## config.mk

```make
export PLATFORM = sky130hd
export DESIGN_NAME = amep_div
export DESIGN_NICKNAME = d
export VERILOG_FILES = /design/src/rtl/amep_pkg.sv /design/src/rtl/amep_div.sv
export SDC_FILE = /design/constraint.sdc
export NUM_CORES = 2
export LEC_CHECK = 0
export BUFFER_PORTS_ARGS = -buffer_cell sky130_fd_sc_hd__buf_4
export CAP_MARGIN = 20
export CORE_AREA = 2 2 463 465
export CTS_CLUSTER_DIAMETER = 150
export DETAILED_ROUTE_END_ITERATION = 6
export DIE_AREA = 0 0 465 467
export SLEW_MARGIN = 0
export SYNTH_ARGS = -nofsm -noshare
export SYNTH_HDL_FRONTEND = slang
export SYNTH_SLANG_ARGS = --single-unit
```

## constraint.sdc

```tcl
create_clock -name clk -period 7.35 [get_ports clk]
set_clock_uncertainty 0.2 [all_clocks]
set_input_delay 1.47 -clock clk [delete_from_list [all_inputs] [get_ports clk]]
set_output_delay 1.47 -clock clk [all_outputs]
set_load 0.005 [all_outputs]
```

## src/rtl/amep_pkg.sv

```systemverilog
package amep_pkg;

    // Field widths.
    localparam int FRAC_BITS = 16;
    localparam int COORD_W   = 29;
    localparam int HEAD_W    = 19;
    localparam int CURV_W    = 18;
    localparam int LEN_W     = 23;

    // Internal angle and CORDIC widths (angles in Q32 radians, sin/cos in Q30).
    localparam int ANG_W        = 44;
    localparam int Z_W          = 36;
    localparam int XY_W         = 33;
    localparam int CORDIC_STEPS = 32;
    localparam int WRAP_STEPS   = 8;
    localparam int TRIG_FRAC    = 30;
    localparam int HEAD_SHIFT   = 32 - FRAC_BITS;
    localparam int NUM_SHIFT    = 2 * FRAC_BITS - TRIG_FRAC;

    // Divider widths.
    localparam int NUM_W     = 35;
    localparam int DVD_W     = NUM_W + 1;
    localparam int QUO_W     = DVD_W + 1;
    localparam int DIV_STEPS = DVD_W;

    // Pipeline depths of the two units.
    localparam int SC_LAT  = 1 + WRAP_STEPS + 1 + CORDIC_STEPS + 1;
    localparam int DIV_LAT = 1 + DIV_STEPS + 1;

    // Angle constants in Q32 radians.
    // The offset is pi plus 128 turns, so that any input angle (at most about 42 turns
    // either way) lands in [0, 256 turns) before the binary reduction.
    localparam logic signed [Z_W-1:0] PI_Q32      = 36'sd13493037705;
    localparam logic signed [Z_W-1:0] HALF_PI_Q32 = 36'sd6746518852;
    localparam logic [ANG_W-1:0]      TWO_PI_Q32  = 44'd26986075409;
    localparam logic [ANG_W-1:0]      WRAP_OFFSET =
        44'd13493037705 + (44'd26986075409 << (WRAP_STEPS - 1));
    localparam logic signed [XY_W-1:0] CORDIC_GAIN = 33'sd652032874;

    // Bound on the wrapped heading magnitude after rounding to the output format.
    localparam logic signed [HEAD_W-1:0] HEAD_PI_Q = 19'sd205888;

    // Arctangent of 2^-idx in Q32 radians.
    function automatic logic signed [Z_W-1:0] atan_q32(input int idx);
        logic signed [Z_W-1:0] r;
        unique case (idx)
            0:       r = 36'sd3373259426;
            1:       r = 36'sd1991351318;
            2:       r = 36'sd1052175346;
            3:       r = 36'sd534100635;
            4:       r = 36'sd268086748;
            5:       r = 36'sd134174063;
            6:       r = 36'sd67103403;
            7:       r = 36'sd33553749;
            8:       r = 36'sd16777131;
            9:       r = 36'sd8388597;
            10:      r = 36'sd4194303;
            default: r = Z_W'(longint'(1) << (32 - idx));
        endcase
        return r;
    endfunction

endpackage

```

## src/rtl/amep_div.sv

```systemverilog
module amep_div (
    input  logic                                 clk,
    input  logic                                 rst_n,
    input  logic                                 in_valid,
    input  logic signed [amep_pkg::NUM_W-1:0]    num,
    input  logic signed [amep_pkg::CURV_W-1:0]   den,
    output logic                                 out_valid,
    output logic signed [amep_pkg::QUO_W-1:0]    quot
);

    localparam int NS  = amep_pkg::DIV_STEPS;
    localparam int DW  = amep_pkg::DVD_W;
    localparam int KW  = amep_pkg::CURV_W;
    localparam int NW  = amep_pkg::NUM_W;
    localparam int QW  = amep_pkg::QUO_W;

    logic [DW-1:0] qd_reg  [0:NS];
    logic [KW-1:0] rem_reg [0:NS];
    logic [KW-1:0] ad_reg  [0:NS];
    logic          neg_reg [0:NS];
    logic          v_reg   [0:NS];
    logic [NW-1:0] an_next;
    logic [KW-1:0] ad_next;
    logic          ov_reg;
    logic signed [QW-1:0] q_reg;

    // Magnitudes, with half the divisor added for round to nearest.
    always_comb
    begin
        an_next = num[NW-1] ? $unsigned(-num) : $unsigned(num);
        ad_next = den[KW-1] ? $unsigned(-den) : $unsigned(den);
    end

    always_ff @(posedge clk or negedge rst_n)
    begin
        if (!rst_n)
        begin
            v_reg[0] <= 1'b0;
        end
        else
        begin
            v_reg[0] <= in_valid;
        end
    end

    always_ff @(posedge clk)
    begin
        qd_reg[0]  <= DW'(an_next) + DW'(ad_next >> 1);
        rem_reg[0] <= '0;
        ad_reg[0]  <= ad_next;
        neg_reg[0] <= num[NW-1] ^ den[KW-1];
    end

    // Restoring division, one quotient bit per stage.
    for (genvar j = 1; j <= NS; j++)
    begin : g_step
        logic [KW:0] t;
        logic        ge;

        assign t  = {rem_reg[j-1], qd_reg[j-1][DW-1]};
        assign ge = (t >= {1'b0, ad_reg[j-1]});

        always_ff @(posedge clk or negedge rst_n)
        begin
            if (!rst_n)
            begin
                v_reg[j] <= 1'b0;
            end
            else
            begin
                v_reg[j] <= v_reg[j-1];
            end
        end

        always_ff @(posedge clk)
        begin
            rem_reg[j] <= ge ? KW'(t - {1'b0, ad_reg[j-1]}) : t[KW-1:0];
            qd_reg[j]  <= {qd_reg[j-1][DW-2:0], ge};
            ad_reg[j]  <= ad_reg[j-1];
            neg_reg[j] <= neg_reg[j-1];
        end
    end

    // Apply the sign of the quotient.
    always_ff @(posedge clk or negedge rst_n)
    begin
        if (!rst_n)
        begin
            ov_reg <= 1'b0;
        end
        else
        begin
            ov_reg <= v_reg[NS];
        end
    end

    always_ff @(posedge clk)
    begin
        q_reg <= neg_reg[NS] ? -$signed({1'b0, qd_reg[NS]}) : $signed({1'b0, qd_reg[NS]});
    end

    assign out_valid = ov_reg;
    assign quot      = q_reg;

endmodule

```

==> results.ini <==
[critical_path]
cpLargestDelayFamily = compound AO/OA/AOI/OAI gates
crit_chain = buf_4, nor3_1, nand2_1, o31ai_1, xnor2_1, ha_1, and3_1, o211a_1, a2111oi_0, a31oi_1, o211ai_1, o21ai_0, a2bb2oi_1, xor2_1
r2r_slack_ps = 3340
worstPathArrival_ps = 5670
rr_endpoint = rem_reg[27][6]
cpMaxStageDelayCell = a2111oi_0
critPathLaunchType = input pin
cp.required_ps = 8000
critPathKind = input pin to register
crit_start = num[0]
cp_max_fo = 9
cp.buffers_inverters = 1
r2r_cells = 11
cp-end-kind = register
r2r_start = ad_reg[3][37]
slowest_delay_ps = 720

[routing]
wirelength_um = 181000
vias = 58100
via_per_inst = 4.90
drcViolationCount = 0
dr.pass1.iters = 6
ant_nets = 0
wire_per_inst_um = 15.3
initialDrtViolationCount = 2918

[timing]
tightest_slew_ps = 961
fin_crit_sh_pct = 68.3
fmax_mhz = 199
fin_crit_ps = 5020
hold_violations = 0
setup_viol = 0
setup_tns_ps = 0
slew_violations = 0
rsz0062_at_grt = no
slew_headroom_pct = 35.1

[layout]
syn_to_final_growth_pct = 15.1
drive_above_1_share_pct = 12.6
finalNetCount = 9566
final_cell_mix = 2684 x dfxtp_1, 801 x inv_1, 652 x ha_1
largest_reg_flops = 1332
layout_commonest_cell = dfxtp_1
fillers = 18400

[synth]
ys_seq_area_share_pct = 57.4
syn_avg_cell_area_um2 = 11.2
synth_area_um2 = 95200
synthFlopType = dfxtp_1
ys.warnings.count = 0
postSynthCellCount = 8477
synth_area_leaders = dfxtp_1 56%, ha_1 8.6%, mux2_2 5.0%
synth_edf_count = 0
synth_top_area_cell = dfxtp_1
ys_ff_latch = 2722
syn_nets = 9220
synth.distinct_cells = 72
synth_top_area_share_pct = 56.4
synthArstFlopShare_pct = 1.40

[clocking]
h-tree-depth = 5
cts_resized = 0
root_buffer = clkbuf_16
clock-sinks = 2722
insertion_delay_ps = 930
clk_pin_slew_worst_paths_ps = 60
cts-buffers-inserted = 297
cts_tree = built
holdBufCountCts = 0
post-cts-setup-buffers = 0
clockBufferDepth = 4

[grt]
grt_antenna_before_repair = 7
grt_pass1_vias = 57300
grt_pass1_wl_um = 293000
grt_usage_pct = 16.4
grt_max_degree = 51
grt_overflow = 0

[floorplan]
die_w_um = 465
start_util_pct = 45.0
coreArea_um2 = 212000
io_pins = 94
die_area_um2 = 217000
row_count = 169
fp.dieH_um = 467

[job]
maxCapViolCount = 0

[power]
finalPower_w = 0.0528
ir_drop_mv = 0.312
cellLeakagePower_nw = 48.6
power-per-cell-area_nw_per_um2 = 482

[placement]
numPortBuffers = 93
dp_hpwl_um = 136000
routabilityCongestion = 0.864

[status]
status = complete, no violations

[hold_path]
hp-start = qd_reg[0][260]
holdCritPathClass = register to register
whs_endpoint = qd_reg[1][9]
min_delay_path_depth = 0

worst reg2reg max path: stages, from the launching register on:
cell	delay, ps
dfxtp_1	370
inv_1	60
ha_1	320
nor2b_1	160
o31a_1	270
o31a_1	300
o41ai_1	860
o31ai_1	240
o21ai_0	230
nor3b_2	220
buf_4	290
mux2_2	380
how the worst max path moves through the flow:
stage | depth (start not counted) | endpoint | slack (ps)
2_1_floorplan | 16 | qd_reg[0][34] | 1810
3_3_place_gp | 14 | qd_reg[0][27] | 1330
3_5_place_dp | 14 | qd_reg[0][27] | 1340
4_1_cts | 14 | qd_reg[0][27] | 2290
5_1_grt | 14 | qd_reg[0][27] | 1960
6_report | 14 | qd_reg[0][27] | 2330
cells by family (layout without fill, tap and decap cells):
group | after synthesis | after routing | share of synthesized area, %
multiplexers | 483 | 483 | 5.64
buffers and inverters | 883 | 1440 | 3.49
AND/OR/NAND/NOR | 1558 | 1558 | 8.38
adder cells (fa/ha/maj) | 687 | 687 | 9.31
XOR/XNOR | 546 | 546 | 5.02
flip-flops | 2722 | 2722 | 57.4
other | 1 | 3 | 0.00394
AO/OA/AOI/OAI | 1597 | 1597 | 10.7
layout make-up:
type                            count  area, µm²  area share [%]
Inverter                          803       3010            2.75
Sequential cell                  2722      54700            49.9
Clock inverter                    121       1730            1.58
Antenna cell                        2       5.00         0.00457
Multi-Input combinational cell   4872      37300            34.0
Clock buffer                      389       8360            7.63
Tap cell                         2821       3530            3.22
Timing Repair Buffer              127        961           0.877
power by group:
part / leakage (nW) / switching (W) / total (W) / internal [W]
logic: 20.7 / 0.00867 / 0.0169 / 0.00821
registers: 22.9 / 0.00180 / 0.0209 / 0.0191
clock network: 4.98 / 0.00563 / 0.0151 / 0.00943
per-layer routing:
metal / up-vias / GRT usage, % / part of all wire (%)
met5: - / 0 / 0
met4: 0 / 5.45 / 2.5
met3: 293 / 2.97 / 4.2
met2: 1083 / 27.5 / 46
met1: 26900 / 21.4 / 47
li1: 29800 / - / -
synth_stat cells (16+ instances only):
cell type  number
or4_1          17
nand2_1       265
o31ai_1        92
and4_1         35
or3_1          57
buf_1          25
o21bai_1       60
a2111oi_0      25
xnor2_1       391
o31a_1         72
and3_1         48
o21ai_0       349
nor2b_1       108
dfrtp_1        38
nand2b_1      120
nor4_1         32
a21boi_0       30
nand4_1        70
o21a_1        115
a221oi_1       16
nor2_1        434
o41ai_1        30
or2_2          64
ha_1          652
a221o_1        29
mux2_2        425
xor2_1        155
nor3b_1        21
dfxtp_1      2684
nand3_1        75
and2_1         67
a21o_1        124
inv_1         801
fa_1           35
a211oi_1       40
clkbuf_1       53
a31oi_1        41
a21oi_1       490
mux2i_1        58
nor3_1        115
metrics by stage:
stage	cells	area, µm²	utilization (%)	hold WS (ps)	setup slack, ps
3_3_place_gp	11300	99500	47.0	110	1330
4_1_cts	11900	110000	51.8	89.2	2290
3_5_place_dp	11300	99500	47.0	112	1340
6_report	11900	110000	51.8	95.8	2330
5_1_grt	11900	110000	51.8	88.6	1960
2_1_floorplan	8477	95200	-	110	1810
No activity file was read; power rests on OpenSTA's default activity.
